`src/rtl/lhp_pkg.sv`:
```
// Link header parser package: link, verdict and parse-phase codes, ethertypes,
// and the fixed-width parse state handed from the parser to the verdict logic.
// No dependencies.
`timescale 1ns / 1ps
`default_nettype none

package lhp_pkg;

  localparam int unsigned LengthBitsDefault = 16;

  // Configuration register indexes
  localparam logic [1:0] CFG_LINK_TYPE   = 2'd0;
  localparam logic [1:0] CFG_FAMILY_IPV4 = 2'd1;
  localparam logic [1:0] CFG_FAMILY_IPV6 = 2'd2;

  localparam logic [2:0] LinkTypeReset   = 3'd2;
  localparam logic [7:0] FamilyIpv4Reset = 8'd2;
  localparam logic [7:0] FamilyIpv6Reset = 8'd10;

  typedef enum logic [2:0] {
    LINK_NULL   = 3'd0,
    LINK_RAW    = 3'd1,
    LINK_ETH    = 3'd2,
    LINK_PPP    = 3'd3,
    LINK_COOKED = 3'd4
  } lhp_link_e;

  typedef enum logic [1:0] {
    VERDICT_DELIVER     = 2'd0,
    VERDICT_SHORT       = 2'd1,
    VERDICT_UNSUPPORTED = 2'd2,
    VERDICT_MPLS_OVERRUN = 2'd3
  } lhp_verdict_e;

  typedef enum logic [1:0] {
    PH_HEADER      = 2'd0,
    PH_MPLS        = 2'd1,
    PH_MPLS_BOTTOM = 2'd2,
    PH_BODY        = 2'd3
  } lhp_phase_e;

  localparam logic [15:0] ETYPE_IPV4  = 16'h0800;
  localparam logic [15:0] ETYPE_IPV6  = 16'h86DD;
  localparam logic [15:0] ETYPE_VLAN  = 16'h8100;
  localparam logic [15:0] ETYPE_QINQ  = 16'h9100;
  localparam logic [15:0] ETYPE_8021AD = 16'h88A8;
  localparam logic [15:0] ETYPE_MPLS  = 16'h8847;

  typedef struct packed {
    logic [15:0] type_shift;
    lhp_phase_e  phase;
    logic [7:0]  first_family;
  } lhp_state_t;

  function automatic logic is_tag(input logic [15:0] t);
    return (t == ETYPE_VLAN) || (t == ETYPE_QINQ) || (t == ETYPE_8021AD);
  endfunction

endpackage

`default_nettype wire

```
`src/rtl/lhp_parse.sv`:
```
// Link header parser: per-word header state machine and byte counter.
// Depends on lhp_pkg. Exposes the post-update state for the verdict logic.
`timescale 1ns / 1ps
`default_nettype none

module lhp_parse import lhp_pkg::*; #(
  parameter int unsigned LENGTH_BITS = LengthBitsDefault
) (
  input  wire logic                   clk_i,
  input  wire logic                   rst_ni,
  input  wire logic                   fire_i,
  input  wire logic [7:0]             data_byte_i,
  input  wire logic                   last_byte_i,
  input  wire logic [2:0]             link_type_i,
  output logic      [LENGTH_BITS-1:0] count_o,
  output logic      [LENGTH_BITS-1:0] type_pos_o,
  output logic      [LENGTH_BITS-1:0] header_end_o,
  output lhp_state_t                  state_o
);

  localparam int unsigned LB = LENGTH_BITS;
  localparam logic [LB-1:0] CountMax = {LB{1'b1}};

  logic [LB-1:0] idx_q, idx_d;
  logic [LB-1:0] tp_q, tp_d;
  logic [LB-1:0] he_q, he_d;
  lhp_state_t    st_q, st_d;

  logic [LB:0]   pos;
  logic [LB+1:0] he_w;
  logic [LB+1:0] idx_w;

  always_comb begin
    pos   = (LB+1)'(tp_q) + (LB+1)'(12);
    he_w  = (LB+2)'(he_q);
    idx_w = (LB+2)'(idx_q);
    idx_d = idx_q;
    tp_d  = tp_q;
    he_d  = he_q;
    st_d  = st_q;
    if (idx_q != CountMax) begin
      idx_d = idx_q + LB'(1);
      if (idx_q == '0) st_d.first_family = data_byte_i;
      if (link_type_i == LINK_ETH && st_q.phase == PH_HEADER) begin
        if ((LB+1)'(idx_q) == pos) begin
          st_d.type_shift = {8'h00, data_byte_i};
        end else if ((LB+1)'(idx_q) == pos + (LB+1)'(1)) begin
          st_d.type_shift = {st_q.type_shift[7:0], data_byte_i};
          if (is_tag({st_q.type_shift[7:0], data_byte_i})) tp_d = tp_q + LB'(4);
          else st_d.phase = PH_BODY;
        end
      end else if (link_type_i == LINK_COOKED) begin
        if (st_q.phase == PH_HEADER) begin
          if (idx_q == LB'(14)) begin
            st_d.type_shift = {8'h00, data_byte_i};
          end else if (idx_q == LB'(15)) begin
            st_d.type_shift = {st_q.type_shift[7:0], data_byte_i};
            he_d = LB'(16);
            st_d.phase = ({st_q.type_shift[7:0], data_byte_i} == ETYPE_MPLS) ?
                         PH_MPLS : PH_BODY;
          end
        end else if (st_q.phase == PH_MPLS || st_q.phase == PH_MPLS_BOTTOM) begin
          if (idx_w == he_w + (LB+2)'(2)) begin
            st_d.phase = data_byte_i[0] ? PH_MPLS_BOTTOM : PH_MPLS;
          end else if (idx_w == he_w + (LB+2)'(3)) begin
            he_d = he_q + LB'(4);
            if (st_q.phase == PH_MPLS_BOTTOM) st_d.phase = PH_BODY;
          end
        end
      end
    end
  end

  // The verdict logic sees the state after this word
  assign count_o      = idx_d;
  assign type_pos_o   = tp_d;
  assign header_end_o = he_d;
  assign state_o      = st_d;

  always_ff @(posedge clk_i or negedge rst_ni) begin
    if (!rst_ni) begin
      idx_q <= '0;
      tp_q  <= '0;
      he_q  <= '0;
      st_q  <= '{type_shift: 16'h0000, phase: PH_HEADER, first_family: 8'h00};
    end else if (fire_i) begin
      if (last_byte_i) begin
        idx_q <= '0;
        tp_q  <= '0;
        he_q  <= '0;
        st_q  <= '{type_shift: 16'h0000, phase: PH_HEADER, first_family: 8'h00};
      end else begin
        idx_q <= idx_d;
        tp_q  <= tp_d;
        he_q  <= he_d;
        st_q  <= st_d;
      end
    end
  end

endmodule

`default_nettype wire

```
`src/rtl/lhp_verdict.sv`:
```
// Link header parser: end-of-frame verdict, payload offset/length and protocol.
// Depends on lhp_pkg. Purely combinational.
`timescale 1ns / 1ps
`default_nettype none

module lhp_verdict import lhp_pkg::*; #(
  parameter int unsigned LENGTH_BITS = LengthBitsDefault
) (
  input  wire logic [2:0]             link_type_i,
  input  wire logic [7:0]             family_ipv4_i,
  input  wire logic [7:0]             family_ipv6_i,
  input  wire logic [LENGTH_BITS-1:0] count_i,
  input  wire logic [LENGTH_BITS-1:0] type_pos_i,
  input  wire logic [LENGTH_BITS-1:0] header_end_i,
  input  wire lhp_state_t             state_i,
  output lhp_verdict_e                verdict_o,
  output logic [15:0]                 payload_offset_o,
  output logic [15:0]                 payload_length_o,
  output logic [15:0]                 link_protocol_o
);

  localparam int unsigned LB = LENGTH_BITS;

  logic [LB:0]  n_w;
  logic [LB:0]  eth_off;
  logic [LB:0]  he_w;
  logic [LB:0]  off_w;
  logic [LB:0]  len_w;
  logic [15:0]  proto;
  lhp_verdict_e v;

  always_comb begin
    n_w     = (LB+1)'(count_i);
    eth_off = (LB+1)'(type_pos_i) + (LB+1)'(14);
    he_w    = (LB+1)'(header_end_i);
    v       = VERDICT_SHORT;
    off_w   = '0;
    len_w   = '0;
    proto   = '0;
    unique case (link_type_i)
      LINK_NULL: begin
        if (n_w >= (LB+1)'(4)) begin
          off_w = (LB+1)'(4);
          len_w = n_w - (LB+1)'(4);
          proto = {8'h00, state_i.first_family};
          v = (state_i.first_family == family_ipv4_i ||
               state_i.first_family == family_ipv6_i) ? VERDICT_DELIVER
                                                      : VERDICT_UNSUPPORTED;
        end
      end
      LINK_RAW: begin
        v     = VERDICT_DELIVER;
        len_w = n_w;
      end
      LINK_ETH: begin
        if (state_i.phase == PH_BODY && eth_off <= n_w) begin
          off_w = eth_off;
          len_w = n_w - eth_off;
          proto = state_i.type_shift;
          v = (state_i.type_shift == ETYPE_IPV4 || state_i.type_shift == ETYPE_IPV6) ?
              VERDICT_DELIVER : VERDICT_UNSUPPORTED;
        end
      end
      LINK_PPP: begin
        if (n_w >= (LB+1)'(4)) begin
          v     = VERDICT_DELIVER;
          off_w = (LB+1)'(4);
          len_w = n_w - (LB+1)'(4);
        end
      end
      LINK_COOKED: begin
        if (n_w < (LB+1)'(16)) begin
          v = VERDICT_SHORT;
        end else if (state_i.phase == PH_MPLS || state_i.phase == PH_MPLS_BOTTOM) begin
          v     = VERDICT_MPLS_OVERRUN;
          proto = ETYPE_MPLS;
        end else if (state_i.phase == PH_BODY && he_w <= n_w &&
                     he_w >= (LB+1)'(16)) begin
          v     = VERDICT_DELIVER;
          off_w = he_w;
          len_w = n_w - he_w;
          proto = state_i.type_shift;
        end
      end
      default: v = VERDICT_UNSUPPORTED;
    endcase
  end

  assign verdict_o        = v;
  assign payload_offset_o = 16'(off_w);
  assign payload_length_o = 16'(len_w);
  assign link_protocol_o  = proto;

endmodule

`default_nettype wire

```
`src/rtl/link_header_parser_unit.sv`:
```
// Link header parser top level: configuration registers, input word register,
// result register. Depends on lhp_pkg, lhp_parse and lhp_verdict.
`timescale 1ns / 1ps
`default_nettype none

// Usage
//  - Input channel: one captured frame byte per word on data_byte_i, with
//    last_byte_i set on the final byte. A word is taken when in_valid_i is
//    high and in_stall_o is low.
//  - Output channel: one result word per frame (verdict, payload offset,
//    payload length, protocol), taken when out_valid_o is high and
//    out_stall_i is low.
//  - Config channel: cfg_index_i selects link_type (0), family_ipv4 (1) or
//    family_ipv6 (2); other indexes are ignored. cfg_ready_o is always high.
//    Write only while no frame is in flight.
//  - Throughput: one byte per cycle while out_stall_i holds no result. Each
//    byte needs only compares against the held tag/label positions, done
//    between the input word register and the result register.
//  - Result path: the last byte is taken into the input register; its
//    result word is then registered in the result register.
//  - Stall: a valid result word holds while out_stall_i is high; the input
//    register keeps accepting until it holds a word that cannot advance.
//  - Reset: link type Ethernet, families 2 and 10, frame state cleared.
module link_header_parser_unit import lhp_pkg::*; #(
  parameter int unsigned LENGTH_BITS = LengthBitsDefault
) (
  input  wire logic        clk_i,
  input  wire logic        rst_ni,
  // config
  input  wire logic        cfg_valid_i,
  output logic             cfg_ready_o,
  input  wire logic [1:0]  cfg_index_i,
  input  wire logic [7:0]  cfg_data_i,
  // input bytes
  input  wire logic        in_valid_i,
  output logic             in_stall_o,
  input  wire logic [7:0]  data_byte_i,
  input  wire logic        last_byte_i,
  // results
  output logic             out_valid_o,
  input  wire logic        out_stall_i,
  output logic [1:0]       verdict_o,
  output logic [15:0]      payload_offset_o,
  output logic [15:0]      payload_length_o,
  output logic [15:0]      link_protocol_o
);

  // Configuration registers
  logic [2:0] link_type_q;
  logic [7:0] fam4_q, fam6_q;

  assign cfg_ready_o = 1'b1;

  always_ff @(posedge clk_i or negedge rst_ni) begin
    if (!rst_ni) begin
      link_type_q <= LinkTypeReset;
      fam4_q      <= FamilyIpv4Reset;
      fam6_q      <= FamilyIpv6Reset;
    end else if (cfg_valid_i) begin
      unique case (cfg_index_i)
        CFG_LINK_TYPE:   link_type_q <= cfg_data_i[2:0];
        CFG_FAMILY_IPV4: fam4_q      <= cfg_data_i;
        CFG_FAMILY_IPV6: fam6_q      <= cfg_data_i;
        default: ;
      endcase
    end
  end

  // Pipeline control: the result register advances when empty or drained
  logic in_valid_q, in_last_q;
  logic [7:0] in_byte_q;
  logic out_valid_q;
  logic advance, fire;

  assign advance    = !out_valid_q || !out_stall_i;
  assign fire       = in_valid_q && advance;
  assign in_stall_o = in_valid_q && !advance;

  always_ff @(posedge clk_i or negedge rst_ni) begin
    if (!rst_ni) begin
      in_valid_q <= 1'b0;
    end else if (!in_stall_o) begin
      in_valid_q <= in_valid_i;
    end
  end

  always_ff @(posedge clk_i) begin
    if (in_valid_i && !in_stall_o) begin
      in_byte_q <= data_byte_i;
      in_last_q <= last_byte_i;
    end
  end

  // Header walk
  logic [LENGTH_BITS-1:0] count, type_pos, header_end;
  lhp_state_t             pstate;

  lhp_parse #(.LENGTH_BITS(LENGTH_BITS)) u_parse (
    .clk_i        (clk_i),
    .rst_ni       (rst_ni),
    .fire_i       (fire),
    .data_byte_i  (in_byte_q),
    .last_byte_i  (in_last_q),
    .link_type_i  (link_type_q),
    .count_o      (count),
    .type_pos_o   (type_pos),
    .header_end_o (header_end),
    .state_o      (pstate)
  );

  // End-of-frame decision on the state after the last byte
  lhp_verdict_e v_d;
  logic [15:0]  off_d, len_d, proto_d;

  lhp_verdict #(.LENGTH_BITS(LENGTH_BITS)) u_verdict (
    .link_type_i      (link_type_q),
    .family_ipv4_i    (fam4_q),
    .family_ipv6_i    (fam6_q),
    .count_i          (count),
    .type_pos_i       (type_pos),
    .header_end_i     (header_end),
    .state_i          (pstate),
    .verdict_o        (v_d),
    .payload_offset_o (off_d),
    .payload_length_o (len_d),
    .link_protocol_o  (proto_d)
  );

  // Result register
  logic [1:0]  verdict_q;
  logic [15:0] off_q, len_q, proto_q;

  always_ff @(posedge clk_i or negedge rst_ni) begin
    if (!rst_ni) begin
      out_valid_q <= 1'b0;
    end else if (advance) begin
      out_valid_q <= fire && in_last_q;
    end
  end

  always_ff @(posedge clk_i) begin
    if (fire && in_last_q) begin
      verdict_q <= v_d;
      off_q     <= off_d;
      len_q     <= len_d;
      proto_q   <= proto_d;
    end
  end

  assign out_valid_o      = out_valid_q;
  assign verdict_o        = verdict_q;
  assign payload_offset_o = off_q;
  assign payload_length_o = len_q;
  assign link_protocol_o  = proto_q;

endmodule

`default_nettype wire

```
`config.mk`:
```
export PLATFORM = sky130hd
export DESIGN_NAME = link_header_parser_unit
export DESIGN_NICKNAME = d
export VERILOG_FILES = /design/src/rtl/lhp_pkg.sv /design/src/rtl/lhp_parse.sv /design/src/rtl/lhp_verdict.sv /design/src/rtl/link_header_parser_unit.sv
export SDC_FILE = /design/constraint.sdc
export NUM_CORES = 1
export LEC_CHECK = 0
export BUFFER_PORTS_ARGS = -buffer_cell sky130_fd_sc_hd__buf_2
export CORE_ASPECT_RATIO = 0.8
export CORE_MARGIN = 3
export CORE_UTILIZATION = 50
export DETAILED_ROUTE_END_ITERATION = 6
export PLACE_DENSITY_LB_ADDON = 0.3
export SYNTH_ARGS = -nofsm -noshare
export SYNTH_HDL_FRONTEND = slang
export SYNTH_SLANG_ARGS = --single-unit
```
`constraint.sdc`:
```
create_clock -name clk_i -period 7.8 [get_ports clk_i]
set_input_delay 1.56 -clock clk_i [delete_from_list [all_inputs] [get_ports clk_i]]
set_output_delay 1.56 -clock clk_i [all_outputs]
set_load 0.02 [all_outputs]
```
==> impl_metrics.yaml, run 1 <==
routing:
  drc: 0
  viasPerCell: 6.56
  drtIter0Drc: 1306
  wl_um: 40900
  drt-pass1-iter-count: 6
  via_count: 11430
  ant_nets: 0
  wl_per_cell_um: 23.5
finish:
  syn_to_final_growth_pct: 9.88
  finish.instance_area_sq_um: 13400
  drive_gt1_share_pct: 15.1
  diodes: 0
  final_cells: 1742
  post-route-util_pct: 56.6
  fin_nets: 1504
  final_common_cell: "nand2_1"
  final_cell_mix: "nand2_1, o21ai_0, dfrtp_1"
global_route:
  grtUsageTotal_pct: 30.5
  grt_max_degree: 65
  grt_antenna_before_repair: 0
  overflow: 0
  grt_pass1_vias: 10744
  grt_pass1_wl_um: 63400
yosys:
  synth_top_flop_cell: "dfrtp_1"
  synthesis.area_sq_um: 12200
  syn-instance-count: 1380
  ys_warn_count: 0
  synth_edf_count: 59
  ys_top_cells_by_area: "dfrtp_1, edfxtp_1, ha_1"
  syn_avg_cell_area_sq_um: 8.85
  synth_seq_cells: 152
  synth_cell_types: 100
  ys_seq_area_share_pct: 33.6
  yosysTopAreaCellShare_pct: 18.2
  async_reset_ff_share_pct: 61.2
  synth_area_leader_cell: "dfrtp_1"
clock_network:
  clock_path_buffers: 2
  cts_tree: "done"
  h-tree-depth: 4
  cts_made_buffers: 17
  clk_pin_slew_ns: 0.07
  root_buffer: "clkbuf_16"
  cts_sinks: 152
  cts_setup_buffers: 0
  clk_latency_ns: 0.45
sta:
  fin_tns_setup_ns: 0
  finalHoldViolations: 0
  fin_skew_ns: 0.0179
  post-route-period-util_pct: 92.9
  setup_slack_ns: 0.556
  worst_slew_pin_slew_ns: 1.22
  slew_headroom_pct: 17.7
  rsz0062_at_grt: "false"
  slew_violations: 0
  hold_ws_ns: 0.485
  fmax_mhz: 138
  period_needed_ns: 7.24
  setup-violations-final: 0
critical_path:
  cp-start-kind: "flop"
  crit_start: "u_parse.idx_q[0]"
  worstPathMaxFanout: 12
  crit_required_ns: 7.96
  critical-path-max-stage-delay_ns: 0.58
  arrival_ns: 7.41
  path_class: "flop to flop"
  r2r-start: "u_parse.idx_q[0]"
  end_kind: "flop"
  cpMostUsedCell: "ha_1"
  slowest_stage: "dfrtp_1"
floorplan:
  fp.dieW_um: 181
  rows: 50
  io_pins: 77
  initial_core_util_pct: 51.5
  core-area_sq_um: 23700
  die_area_sq_um: 26400
  die_y_um: 146
placement:
  gp_congestion: 1.01
  dp.cells: 1710
  dp_slack_ns: 0.649
  placed_cell_area_sq_um: 12800
  port_buffers: 75
  place_hpwl_um: 30100
status:
  outcome: "finished clean"
hold_path:
  hp-start: "u_parse.st_q[23]"
  hold_path.class: "flop to flop"
power_and_ir_drop:
  p_total_mw: 2.46
  ir_drop_mv: 0.144
  powerDensity_nw_per_um2: 183
  p_leak_nw: 5.33
job:
  drv_cap: 0
[Yosys cell counts, types with 31 or more instances]
| master | count |
|---|---|
| nand2_1 | 142 |
| nor4_1 | 31 |
| edfxtp_1 | 59 |
| ha_1 | 62 |
| nor2_1 | 80 |
| o21ai_0 | 107 |
| xor2_1 | 46 |
| a21oi_1 | 39 |
| nand3_1 | 51 |
| nor3_1 | 36 |
| clkbuf_1 | 46 |
| dfrtp_1 | 89 |
| xnor2_1 | 76 |
| inv_1 | 57 |
[cells by family (layout without fill, tap and decap cells)]
logic type      Yosys count  after routing  share of synthesized area (%)
buf+inv                 144            193                           5.12
flops                   152            152                           33.6
mux                      54             54                           4.74
fa+ha+maj                64             64                           6.60
other cells               1              2                         0.0307
xor+xnor                123            123                           8.94
simple gates            495            495                           21.2
compound gates          347            347                           19.8
[flip-flops by register name (all words and copies together), names as in the netlist, 2 cells and up]
register,cells
verdict_o,2
payload_length_o,16
link_type_q,3
link_protocol_o,16
u_parse.idx_q,16
u_parse.tp_q,14
u_parse.st_q,26
fam6_q,8
fam4_q,8
u_parse.he_q,16
payload_offset_o,16
in_byte_q,8
[layer usage]
layer / up-vias / GRT usage [%] / wire length, um / share of wire [%]
li1: 5172 / - / - / -
met1: 5521 / 43.9 / 17800 / 44
met2: 652 / 42.8 / 17000 / 41
met3: 85 / 9.85 / 4730 / 12
met4: 0 / 11.4 / 1370 / 3.3
met5: - / 0 / 0 / 0
[layout make-up]
| class | instances | area, sq um |
|---|---|---|
| Fill cell | 2135 | 10300 |
| Multi-Input combinational cell | 1085 | 7520 |
| Sequential cell | 152 | 4100 |
| Timing Repair Buffer | 104 | 596 |
| Clock buffer | 18 | 450 |
| Tap cell | 312 | 390 |
| Inverter | 57 | 214 |
| Clock inverter | 14 | 149 |
[path summary, 6_finish.rpt]
check | slack (ns) | end | depth (start not counted)
setup / recovery | 0.56 | link_protocol_o[2] | 27
hold / removal | 0.49 | u_parse.st_q[23] | 2
setup reg to reg | 0.56 | link_protocol_o[2] | 27
hold reg to reg | 0.49 | u_parse.st_q[23] | 2
max in group asynchronous | 5.51 | u_parse.he_q[9] | 2
min in group asynchronous | 1.04 | fam4_q[3] | 1
[power breakdown]
part	total [mW]	internal (mW)	leakage [nW]	switching, mW
registers	0.950	0.895	1.81	0.0548
clock network	0.866	0.450	0.298	0.417
logic	0.644	0.237	3.22	0.407
total	2.46	1.58	5.33	0.879
[repair_timing]
item / 4_1_cts / 5_1_grt
hold buffers: 0 / 0
resized for setup: 0 / 2
setup endpoints to repair: 0 / 15
[worst max-delay path, delay by kind of cell (launching register included)]
kind	cells	cell delay, ns
buffers and inverters	2	0.43
adders and majority gates	3	0.95
AOI/OAI and AO/OA	9	1.93
xor gates and xnor gates	1	0.32
muxes	2	0.65
DFF	1	0.58
and+or+nand+nor	10	2.08
(Power assumes the default switching activity.)
==> inputs of run 2 (changes only) <==
Settings changed: PLACE_DENSITY_LB_ADDON 0.3 to 0.1.
==> run 2 against run 1 <==
Cell count grew 0.80%. Largest power group unchanged. Highest routed layer unchanged. Total power shrank 2.1%. Clock power shrank 4.4%. Count of clock-buffer cells in the layout is 4 higher.
==> impl_metrics.yaml, run 2 (same netlist as run 1, synthesis figures left out) <==
floorplan:
  fp.dieW_um: 181
  rows: 50
  initial_core_util_pct: 51.5
  core-area_sq_um: 23700
  die_y_um: 146
  io_pins: 77
  die_area_sq_um: 26400
global_route:
  overflow: 0
  grt_max_degree: 60
  grt_antenna_before_repair: 0
  grt_pass1_wl_um: 64200
  grtUsageTotal_pct: 31.0
  grt_pass1_vias: 10828
finish:
  largest_reg_flops: 26
  syn_to_final_growth_pct: 10.8
  drive_gt1_share_pct: 16.3
  final_common_cell: "nand2_1"
  finish.instance_area_sq_um: 13500
  fin_nets: 1518
  final_cell_mix: "nand2_1, o21ai_0, dfrtp_1"
  top_register: "u_parse.st_q"
  final_cells: 1756
  diodes: 0
  post-route-util_pct: 57.1
hold_path:
  hold_path.class: "flop to flop"
critical_path:
  crit_required_ns: 7.98
  critical-path-max-stage-delay_ns: 0.51
  end_kind: "flop"
  crit_buf_inv: 3
  slowest_stage: "dfrtp_2"
  path_class: "flop to flop"
  crit_family: "compound AO/OA/AOI/OAI gates"
  arrival_ns: 7.57
  worstPathMaxFanout: 10
  cp-start-kind: "flop"
  cpMostUsedCell: "ha_1"
routing:
  drt-pass1-iter-count: 6
  viasPerCell: 6.53
  wl_per_cell_um: 23.5
  via_count: 11459
  drtIter0Drc: 1352
  drc: 0
  ant_nets: 0
  wl_um: 41200
placement:
  gp_congestion: 0.967
  place_hpwl_um: 30400
  dp_slack_ns: -0.157
  dp.cells: 1722
  port_buffers: 75
  placed_cell_area_sq_um: 12900
power_and_ir_drop:
  powerDensity_nw_per_um2: 178
  ir_drop_mv: 0.146
  p_leak_nw: 5.37
clock_network:
  cts_tree: "done"
  cts_sinks: 152
  cts_made_buffers: 17
  clk_latency_ns: 0.45
  ctsHoldBuffers: 0
  h-tree-depth: 4
  root_buffer: "clkbuf_16"
  clock_path_buffers: 2
  clk_pin_slew_ns: 0.07
sta:
  period_needed_ns: 7.40
  setup_slack_ns: 0.403
  rsz0062_at_grt: "false"
  fmax_mhz: 135
  slew_violations: 0
  finalHoldViolations: 0
  worst_slew_pin_slew_ns: 1.01
  setup-violations-final: 0
  slew_headroom_pct: 32.3
  post-route-period-util_pct: 94.8
  fin_skew_ns: 0.0156
status:
  outcome: "finished clean"
job:
  drv_cap: 0
run 2: cell count changes in the layout (fill, tap and decap cells not counted), moves of 2 or more:
cell,change
buf_4,+13
clkbuf_1,+3
clkinv_8,-2
clkinvlp_4,+2
dfrtp_1,-2
dfrtp_2,+2
inv_8,-5
run 2: per-stage QoR:
step	setup TNS [ns]	hold WS (ns)	power [mW]
final	0	0.483	2.41
after global routing	0	0.501	2.52
after CTS	0	0.487	2.41
after detailed placement	-2.54	0.472	1.58
after global placement	-3.30	0.461	1.58
after floorplan	0	0.450	1.39
run 2: where the power goes:
part,switching (mW),internal [mW]
Clock,0.386,0.442
Sequential,0.0516,0.896
Combinational,0.396,0.237
Total,0.833,1.58
run 2: routing by layer:
metal  GRT usage, %  part of all wire [%]  vias to the layer above
li1               -                     -                     5192
met1           46.8                    46                     5584
met2           44.0                    42                      612
met3           7.35                    10                       71
met4           8.78                   2.1                        0
met5              0                     0                        -
run 2: worst reg2reg max path: cells and delay by family (launching register included):
kind,cells,cell delay (ns)
AO/OA/AOI/OAI,9,2.24
AND/OR/NAND/NOR,8,2.03
adder cells (fa/ha/maj),3,1.00
buffers and inverters,3,0.58
flip-flops,1,0.51
XOR/XNOR,2,0.45
multiplexers,1,0.31
run 2: worst paths after layout:
| check | depth (start not counted) | to | slack, ns | start |
|---|---|---|---|---|
| worst max-delay path | 26 | payload_length_o[7] | 0.40 | u_parse.idx_q[0] |
| worst min-delay path | 2 | u_parse.st_q[3] | 0.48 | u_parse.st_q[3] |
| worst max register to register | 26 | payload_length_o[7] | 0.40 | u_parse.idx_q[0] |
| worst min register to register | 2 | u_parse.st_q[3] | 0.48 | u_parse.st_q[3] |
| max in group asynchronous | 2 | u_parse.idx_q[0] | 5.55 | rst_ni |
| min in group asynchronous | 1 | u_parse.tp_q[5] | 1.07 | rst_ni |
run 2: repair_timing:
item | CTS | global route
endpoints found under the setup margin | 48 | 48
resized for setup | 2 | 8
pin swaps | 0 | 1
buffers inserted | 0 | 2
run 2: cell type report:
class | count | area (sq um)
fillers | 2175 | 10200
multi-input cells | 1085 | 7550
flip-flops and latches | 152 | 4110
repair buffers | 118 | 713
clock buffers | 22 | 475
well taps | 312 | 390
inverters | 57 | 214
clock inverters | 10 | 83.8
